<file path="src/sv/wwr_pkg.sv">
// wwr_pkg: word types, pipeline control struct, calibration constants and the
// piecewise-linear color segment table for the white warmth block.
// No dependencies.
`timescale 1ns / 1ps
`default_nettype none

package wwr_pkg;

	typedef struct packed {
		logic [9:0] brightness_sample;
		logic [9:0] warmth_sample;
	} sample_t;

	typedef struct packed {
		logic [7:0] red;
		logic [7:0] green;
		logic [7:0] blue;
		logic [7:0] level;
	} pixel_t;

	// load strobes for each pipeline stage register
	typedef struct packed {
		logic load1;
		logic load2;
		logic load3;
		logic load4;
	} pipe_ctrl_t;

	localparam logic [9:0] SMOOTH_RESET = 10'd512;
	localparam logic [9:0] CAL_LO       = 10'd15;
	localparam int         CAL_HI       = 1000;
	localparam int         CAL_SPAN     = CAL_HI - 15;

	// floor(t*Y/985) == (t*ceil(Y*2^K/985)) >> K for every t in 0..1008
	localparam int LVL_SHIFT  = 18;
	localparam int LVL_MUL    = (255 * (2 ** LVL_SHIFT) + CAL_SPAN - 1) / CAL_SPAN;
	localparam int LVL_PROD_W = 27;
	localparam logic [8:0] LVL_MAX = 9'd255;

	localparam int WRM_SHIFT  = 20;
	localparam int WRM_MUL    = (1023 * (2 ** WRM_SHIFT) + CAL_SPAN - 1) / CAL_SPAN;
	localparam int WRM_PROD_W = 31;
	localparam logic [10:0] WRM_MAX = 11'd1023;

	// segment spans are 146 or 147; products stay below 8192
	localparam int RCP_SHIFT  = 21;
	localparam int RCP_146    = (2 ** RCP_SHIFT + 145) / 146;
	localparam int RCP_147    = (2 ** RCP_SHIFT + 146) / 147;
	localparam int SEG_PROD_W = 14;
	localparam int RCP_PROD_W = 28;

	localparam int SEG_N = 7;
	typedef logic [2:0] seg_t;

	typedef struct packed {
		logic [7:0] y0;
		logic [5:0] dy;
		logic       dec;
	} chan_coef_t;

	typedef struct packed {
		logic [9:0] x0;
		logic       wide;
		chan_coef_t r;
		chan_coef_t g;
		chan_coef_t b;
	} seg_coef_t;

	localparam seg_coef_t SEG_TAB [SEG_N] = '{
		'{10'd0,   1'b0, '{8'd255, 6'd0,  1'b0}, '{8'd147, 6'd22, 1'b0}, '{8'd41,  6'd46, 1'b0}},
		'{10'd146, 1'b0, '{8'd255, 6'd0,  1'b0}, '{8'd169, 6'd28, 1'b0}, '{8'd87,  6'd56, 1'b0}},
		'{10'd292, 1'b0, '{8'd255, 6'd0,  1'b0}, '{8'd197, 6'd17, 1'b0}, '{8'd143, 6'd27, 1'b0}},
		'{10'd438, 1'b1, '{8'd255, 6'd0,  1'b0}, '{8'd214, 6'd27, 1'b0}, '{8'd170, 6'd54, 1'b0}},
		'{10'd585, 1'b0, '{8'd255, 6'd10, 1'b1}, '{8'd241, 6'd2,  1'b0}, '{8'd224, 6'd31, 1'b0}},
		'{10'd731, 1'b0, '{8'd245, 6'd20, 1'b1}, '{8'd243, 6'd8,  1'b1}, '{8'd255, 6'd0,  1'b0}},
		'{10'd877, 1'b0, '{8'd225, 6'd24, 1'b1}, '{8'd235, 6'd9,  1'b1}, '{8'd255, 6'd0,  1'b0}}
	};

	function automatic seg_t seg_of(input logic [9:0] w);
		seg_t s;
		s = '0;
		for (int i = 1; i < SEG_N; i++) begin
			if (w >= SEG_TAB[i].x0) begin
				s = 3'(i);
			end
		end
		return s;
	endfunction

endpackage

`default_nettype wire

</file>
<file path="src/sv/white_warmth_to_rgb_with_dimmer.sv">
// white_warmth_to_rgb_with_dimmer: top level, pipeline handshake control and
// the level and color paths. Depends on wwr_pkg, wwr_level, wwr_color.
//
//   channel  | direction | word                                  | handshake
//   ---------+-----------+---------------------------------------+---------------------------
//   sample   | in        | brightness_sample, warmth_sample      | sample_valid/sample_ready
//   pixel    | out       | red, green, blue, level               | pixel_valid/pixel_ready
//
// Four register stages: one word per cycle while pixel_ready is not holding the output.
// The filter register updates on accept, so each accepted sample sees the filter left by the one before it.
// Reset clears the stage valids and loads the filter with 512.
// A stalled pixel holds its stage; earlier stages keep filling until all are full.
`timescale 1ns / 1ps
`default_nettype none

module white_warmth_to_rgb_with_dimmer (
	input  logic             clk,
	input  logic             arst_n,
	input  logic             sample_valid,
	output logic             sample_ready,
	input  wwr_pkg::sample_t sample,
	output logic             pixel_valid,
	input  logic             pixel_ready,
	output wwr_pkg::pixel_t  pixel
);
	import wwr_pkg::*;

	logic       v1_q, v2_q, v3_q, v4_q;
	pipe_ctrl_t ctrl;
	logic [7:0] red, green, blue, level;

	always_comb begin
		ctrl.load4   = v3_q & (~v4_q | pixel_ready);
		ctrl.load3   = v2_q & (~v3_q | ctrl.load4);
		ctrl.load2   = v1_q & (~v2_q | ctrl.load3);
		sample_ready = ~v1_q | ctrl.load2;
		ctrl.load1   = sample_valid & sample_ready;
	end

	always_ff @(posedge clk or negedge arst_n) begin
		if (!arst_n) begin
			v1_q <= 1'b0;
			v2_q <= 1'b0;
			v3_q <= 1'b0;
			v4_q <= 1'b0;
		end else begin
			v1_q <= ctrl.load1 | (v1_q & ~ctrl.load2);
			v2_q <= ctrl.load2 | (v2_q & ~ctrl.load3);
			v3_q <= ctrl.load3 | (v3_q & ~ctrl.load4);
			v4_q <= ctrl.load4 | (v4_q & ~pixel_ready);
		end
	end

	assign pixel_valid = v4_q;
	assign pixel       = '{red: red, green: green, blue: blue, level: level};

	wwr_level u_level (
		.clk        (clk),
		.arst_n     (arst_n),
		.ctrl       (ctrl),
		.brightness (sample.brightness_sample),
		.level      (level)
	);

	wwr_color u_color (
		.clk    (clk),
		.ctrl   (ctrl),
		.warmth (sample.warmth_sample),
		.red    (red),
		.green  (green),
		.blue   (blue)
	);

endmodule

`default_nettype wire

</file>
<file path="src/sv/wwr_level.sv">
// wwr_level: brightness smoothing filter and calibrated level path, stages 1..4.
// Depends on wwr_pkg.
`timescale 1ns / 1ps
`default_nettype none

module wwr_level (
	input  logic                clk,
	input  logic                arst_n,
	input  wwr_pkg::pipe_ctrl_t ctrl,
	input  logic [9:0]          brightness,
	output logic [7:0]          level
);
	import wwr_pkg::*;

	logic [9:0]            smooth_q;
	logic [12:0]           sum;
	logic [9:0]            smooth_s1;
	logic [9:0]            span;
	logic [LVL_PROD_W-1:0] prod;
	logic [8:0]            scaled;
	logic [7:0]            level_s2;
	logic [7:0]            level_s3;
	logic [7:0]            level_s4;

	// 7/8 average: (8s - s + x) / 8
	assign sum = {smooth_q, 3'b000} - {3'b000, smooth_q} + {3'b000, brightness};

	always_ff @(posedge clk or negedge arst_n) begin
		if (!arst_n) begin
			smooth_q <= SMOOTH_RESET;
		end else if (ctrl.load1) begin
			smooth_q <= sum[12:3];
		end
	end

	assign span   = (smooth_s1 > CAL_LO) ? (smooth_s1 - CAL_LO) : '0;
	assign prod   = LVL_PROD_W'(span) * LVL_PROD_W'(LVL_MUL);
	assign scaled = prod[LVL_SHIFT+8:LVL_SHIFT];

	always_ff @(posedge clk) begin
		if (ctrl.load1) begin
			smooth_s1 <= sum[12:3];
		end
		if (ctrl.load2) begin
			level_s2 <= (scaled > LVL_MAX) ? LVL_MAX[7:0] : scaled[7:0];
		end
		if (ctrl.load3) begin
			level_s3 <= level_s2;
		end
		if (ctrl.load4) begin
			level_s4 <= level_s3;
		end
	end

	assign level = level_s4;

endmodule

`default_nettype wire

</file>
<file path="src/sv/wwr_color.sv">
// wwr_color: warmth rescale and seven-segment color interpolation, stages 1..4.
// Depends on wwr_pkg.
`timescale 1ns / 1ps
`default_nettype none

module wwr_color (
	input  logic                clk,
	input  wwr_pkg::pipe_ctrl_t ctrl,
	input  logic [9:0]          warmth,
	output logic [7:0]          red,
	output logic [7:0]          green,
	output logic [7:0]          blue
);
	import wwr_pkg::*;

	logic [9:0]            warmth_s1;
	logic [9:0]            wspan;
	logic [WRM_PROD_W-1:0] wprod;
	logic [10:0]           wscaled;
	logic [9:0]            w_s2;

	seg_t                  seg;
	seg_coef_t             cf2;
	logic [9:0]            offs;
	seg_t                  seg_s3;
	logic [SEG_PROD_W-1:0] pr_s3, pg_s3, pb_s3;

	seg_coef_t             cf3;
	logic [SEG_PROD_W-1:0] rcp;
	logic [RCP_PROD_W-1:0] qr_full, qg_full, qb_full;
	logic [7:0]            red_s4, green_s4, blue_s4;

	// y0 +/- floor(d*|dy|/span), which matches truncation toward zero
	function automatic logic [7:0] chan_val(input chan_coef_t c, input logic [6:0] q);
		logic [7:0] q8;
		q8 = {1'b0, q};
		return c.dec ? (c.y0 - q8) : (c.y0 + q8);
	endfunction

	assign wspan   = (warmth_s1 > CAL_LO) ? (warmth_s1 - CAL_LO) : '0;
	assign wprod   = WRM_PROD_W'(wspan) * WRM_PROD_W'(WRM_MUL);
	assign wscaled = wprod[WRM_SHIFT+10:WRM_SHIFT];

	assign seg  = seg_of(w_s2);
	assign cf2  = SEG_TAB[seg];
	assign offs = w_s2 - cf2.x0;

	assign cf3     = SEG_TAB[seg_s3];
	assign rcp     = cf3.wide ? SEG_PROD_W'(RCP_147) : SEG_PROD_W'(RCP_146);
	assign qr_full = RCP_PROD_W'(pr_s3) * RCP_PROD_W'(rcp);
	assign qg_full = RCP_PROD_W'(pg_s3) * RCP_PROD_W'(rcp);
	assign qb_full = RCP_PROD_W'(pb_s3) * RCP_PROD_W'(rcp);

	always_ff @(posedge clk) begin
		if (ctrl.load1) begin
			warmth_s1 <= warmth;
		end
		if (ctrl.load2) begin
			w_s2 <= (wscaled > WRM_MAX) ? WRM_MAX[9:0] : wscaled[9:0];
		end
		if (ctrl.load3) begin
			seg_s3 <= seg;
			pr_s3  <= SEG_PROD_W'(offs[7:0]) * SEG_PROD_W'(cf2.r.dy);
			pg_s3  <= SEG_PROD_W'(offs[7:0]) * SEG_PROD_W'(cf2.g.dy);
			pb_s3  <= SEG_PROD_W'(offs[7:0]) * SEG_PROD_W'(cf2.b.dy);
		end
		if (ctrl.load4) begin
			red_s4   <= chan_val(cf3.r, qr_full[RCP_SHIFT+6:RCP_SHIFT]);
			green_s4 <= chan_val(cf3.g, qg_full[RCP_SHIFT+6:RCP_SHIFT]);
			blue_s4  <= chan_val(cf3.b, qb_full[RCP_SHIFT+6:RCP_SHIFT]);
		end
	end

	assign red   = red_s4;
	assign green = green_s4;
	assign blue  = blue_s4;

endmodule

`default_nettype wire
</file>
<file path="config.mk">
export PLATFORM = sky130hd
export DESIGN_NAME = white_warmth_to_rgb_with_dimmer
export DESIGN_NICKNAME = d
export VERILOG_FILES = /design/src/sv/wwr_pkg.sv /design/src/sv/white_warmth_to_rgb_with_dimmer.sv /design/src/sv/wwr_level.sv /design/src/sv/wwr_color.sv
export SDC_FILE = /design/constraint.sdc
export NUM_CORES = 2
export LEC_CHECK = 0
export BUFFER_PORTS_ARGS = -buffer_cell sky130_fd_sc_hd__buf_2
export CAP_MARGIN = 25
export CORE_AREA = 3 3 212 235
export CTS_CLUSTER_DIAMETER = 80
export DETAILED_ROUTE_END_ITERATION = 12
export DIE_AREA = 0 0 215 238
export MAX_ROUTING_LAYER = met4
export PLACE_DENSITY = 0.79
export SYNTH_ARGS = -nofsm -noshare
export SYNTH_HDL_FRONTEND = slang
export SYNTH_SLANG_ARGS = --single-unit
</file>
<file path="constraint.sdc">
create_clock -name clk -period 8.95 [get_ports clk]
set_input_delay 1.3425 -clock clk [delete_from_list [all_inputs] [get_ports clk]]
set_output_delay 1.3425 -clock clk [all_outputs]
set_load 0.005 [all_outputs]
</file>
==> results.ini <==
[outcome]
run_status=completed

[yosys]
synth_area_sq_um=28440
synth_top_area_share_pct=29.84
synth_top_cells_by_area=sky130_fd_sc_hd__fa_1 (30%), sky130_fd_sc_hd__ha_1 (25%), sky130_fd_sc_hd__edfxtp_1 (13%)
synth_warnings=0
synthArstFlopShare_pct=10.29
synth-seq-cells=136
synth_enable_flop_cells=122
postSynthAreaPerCell_sq_um=9.814
synth-seq-area-share_pct=14.12
synthDistinctLibCells=70
syn-instance-count=2898
yosysTopAreaCell=sky130_fd_sc_hd__fa_1
yosys_most_used_dff=sky130_fd_sc_hd__edfxtp_1

[job]
maxCapViolations=0

[global_routing]
global_routing_met3_resource_utilization_pct=3.069
first_pass_grt_wire_length_mm=102.4
grt_met1_use_pct=29.90
global_route.usage.total_pct=25.35
number_of_antenna_violations_at_the_first_check_in_global_routing=0
grt_use_met2_pct=45.60
grt.overflow.total=0
global_route.peak_usage_layer=met2
grt_pass1_vias=21520
grt_start_max_net_pins=53

[critical_path]
timing.critical_path.mode_cell=sky130_fd_sc_hd__fa_1
cpPeakStageDelay_ns=0.54
critical-path-top-delay-family=adder cells
worstPathMaxFanout=6
critical-path-slowest-cell=sky130_fd_sc_hd__fa_1
worst-endpoint-required_ns=9.15
worstSetupEndpointType=flip-flop
timing.critical_path.from_type=flip-flop
crit_type=flip-flop to flip-flop
cp.arrival_ns=8.79
cp.buffers_inverters=6

[final_layout]
mostFrequentLayoutCell=sky130_fd_sc_hd__inv_1
area_growth_pct=6.489
area.sequential_sq_um=4015
antenna_cells=0
final_util_pct=63.62
layout.filler_cells=3668
layout_common_cells=sky130_fd_sc_hd__inv_1 (733), sky130_fd_sc_hd__ha_1 (575), sky130_fd_sc_hd__fa_1 (424)
num-nets-final=3984
layout-drive-gt1-share_pct=5.684
multiInputGateArea_sq_um=21590

[cts]
cts_made_buffers=17
cts.reportedPaths.clkPinSlew_ns=0.07
clock_tree.root_cell=sky130_fd_sc_hd__clkbuf_16
cts_max_path_buffers=2
clk_latency_ns=0.47
htree_levels=4
cts_tree=yes
cts.sink_count=136

[sta]
timing.final.setup_violations=0
finalSetupTns_ns=0
final_hold_viol_count=0
slew_headroom_pct=33.36
finClkSkew_ns=0.01336
worst_slew_pin_slew_ns=0.9892
finalCriticalPeriod_ns=8.589
grt_setup_unrepaired=false
max_slew_violation_count=0
final_min_period_over_clock_period_pct=95.96
timing.fmax_mhz=116.4

[detailed_routing]
antenna_violating_nets_post_route=0
vias_per_cell=5.456
drt_wl_total_mm=61.23
route.detailed.drc=0
detailedRoute.firstIterationViolations=1058
via_count=19740
wire_per_inst_microns=16.92
drt_first_pass_iters=7

[floorplanning]
floorplan.die.height_microns=238
die-width_microns=215
number_of_placement_rows=84
initial_core_util_pct=59.74
ioPinCount=58
floorplan.die_area_sq_um=51170
fp.coreArea_sq_um=47610

[min_path]
hold_path.class=flip-flop to flip-flop

[place]
gp_congestion=0.9567
dp.final_hpwl_mm=52.60
port_buffers=57

area by class of cell:
class | count | share of cell area [%]
timing repair buffer | 82 | 1.752
clock inverter | 12 | 0.4379
clock buffer | 20 | 1.508
multi-input combinational | 1989 | 71.29
tap | 645 | 2.665
inverter | 734 | 9.097
sequential | 136 | 13.26
metrics by stage:
stage	worst slack (ns)	hold slack, ns	cells	instance area, sq um
2_1_floorplan	0.5967	0.4003	2899	28450
3_3_place_gp	0.4240	0.4046	3579	29550
3_5_place_dp	0.1676	0.4045	3579	29550
4_1_cts	0.1460	0.4202	3611	30140
5_1_grt	0.02208	0.4325	3618	30290
6_report	0.3612	0.4190	3618	30290
worst reg2reg max path: cells and delay by family, from the launching register on:
| kind | cells | cell delay [ns] |
|---|---|---|
| AOI/OAI and AO/OA | 6 | 1.35 |
| xor gates and xnor gates | 4 | 0.76 |
| adders and majority gates | 10 | 4.02 |
| buffers and inverters | 6 | 0.48 |
| and+or+nand+nor | 8 | 1.15 |
| muxes | 1 | 0.14 |
| DFF | 1 | 0.41 |
cell families (layout without fill, tap and decap cells):
| group | Yosys count | count (layout) | share of synthesized area, % |
|---|---|---|---|
| AOI/OAI and AO/OA | 324 | 324 | 7.465 |
| other | 1 | 2 | 0.01318 |
| buffers and inverters | 775 | 848 | 10.23 |
| and+or+nand+nor | 515 | 516 | 8.363 |
| xor gates and xnor gates | 137 | 137 | 4.267 |
| DFF | 136 | 136 | 14.12 |
| muxes | 10 | 10 | 0.3651 |
| adders and majority gates | 1000 | 1000 | 55.18 |
sequential cells by signal (all words and copies together), names as in the netlist:
register           cells
u_level.smooth_s1     10
v2_q                   1
pixel_valid            1
u_level.level          8
v3_q                   1
u_color.red            8
u_color.warmth_s1     10
u_level.level_s2       8
u_color.seg_s3         3
u_color.blue           8
u_color.w_s2          10
v1_q                   1
u_level.level_s3       8
u_level.smooth_q      10
u_color.green          8
u_color.pr_s3         13
u_color.pg_s3         14
u_color.pb_s3         14
worst paths after layout:
check	start	endpoint	slack, ns	cells past startpoint
setup / recovery	u_color.seg_s3[1]	u_color.red[6]	0.36	35
hold / removal	u_level.level_s3[5]	u_level.level[5]	0.42	0
setup reg to reg	u_color.seg_s3[1]	u_color.red[6]	0.36	35
hold reg to reg	u_level.level_s3[5]	u_level.level[5]	0.42	0
max in group asynchronous	arst_n	u_level.smooth_q[9]	7.87	1
min in group asynchronous	arst_n	u_level.smooth_q[1]	0.78	1
cell usage after synthesis (all sizes together) (11+ instances only):
cell and number:
edfxtp 122, o21bai 21, o21a 20, inv 733, ha 576, fa 424
nor2 199, dfrtp 13, nand2 118, clkbuf 35, nand3 20, or2 31
nor3 41, o21ai 59, nand4 12, xor2 40, nor2b 25, and3 11
xnor2 96, a21oi 93, nand2b 23, a21o 56
metal layers:
metal	vias up	part of all wire, %	wire length, microns
met2	436	52	32120
met4	0	3.5	2125
met1	9801	40	24740
li1	9365	-	-
met3	139	3.7	2241
met5	-	0	0
repair_timing:
item                       4_1_cts  5_1_grt
hold buffers                     0        0
gates resized for setup          0       11
setup endpoints to repair        0        6
setup buffers                    0        4
Power is left out: the tool's default activity adds up to more than one toggle a clock period on the data nets, which glitch-free logic cannot reach.
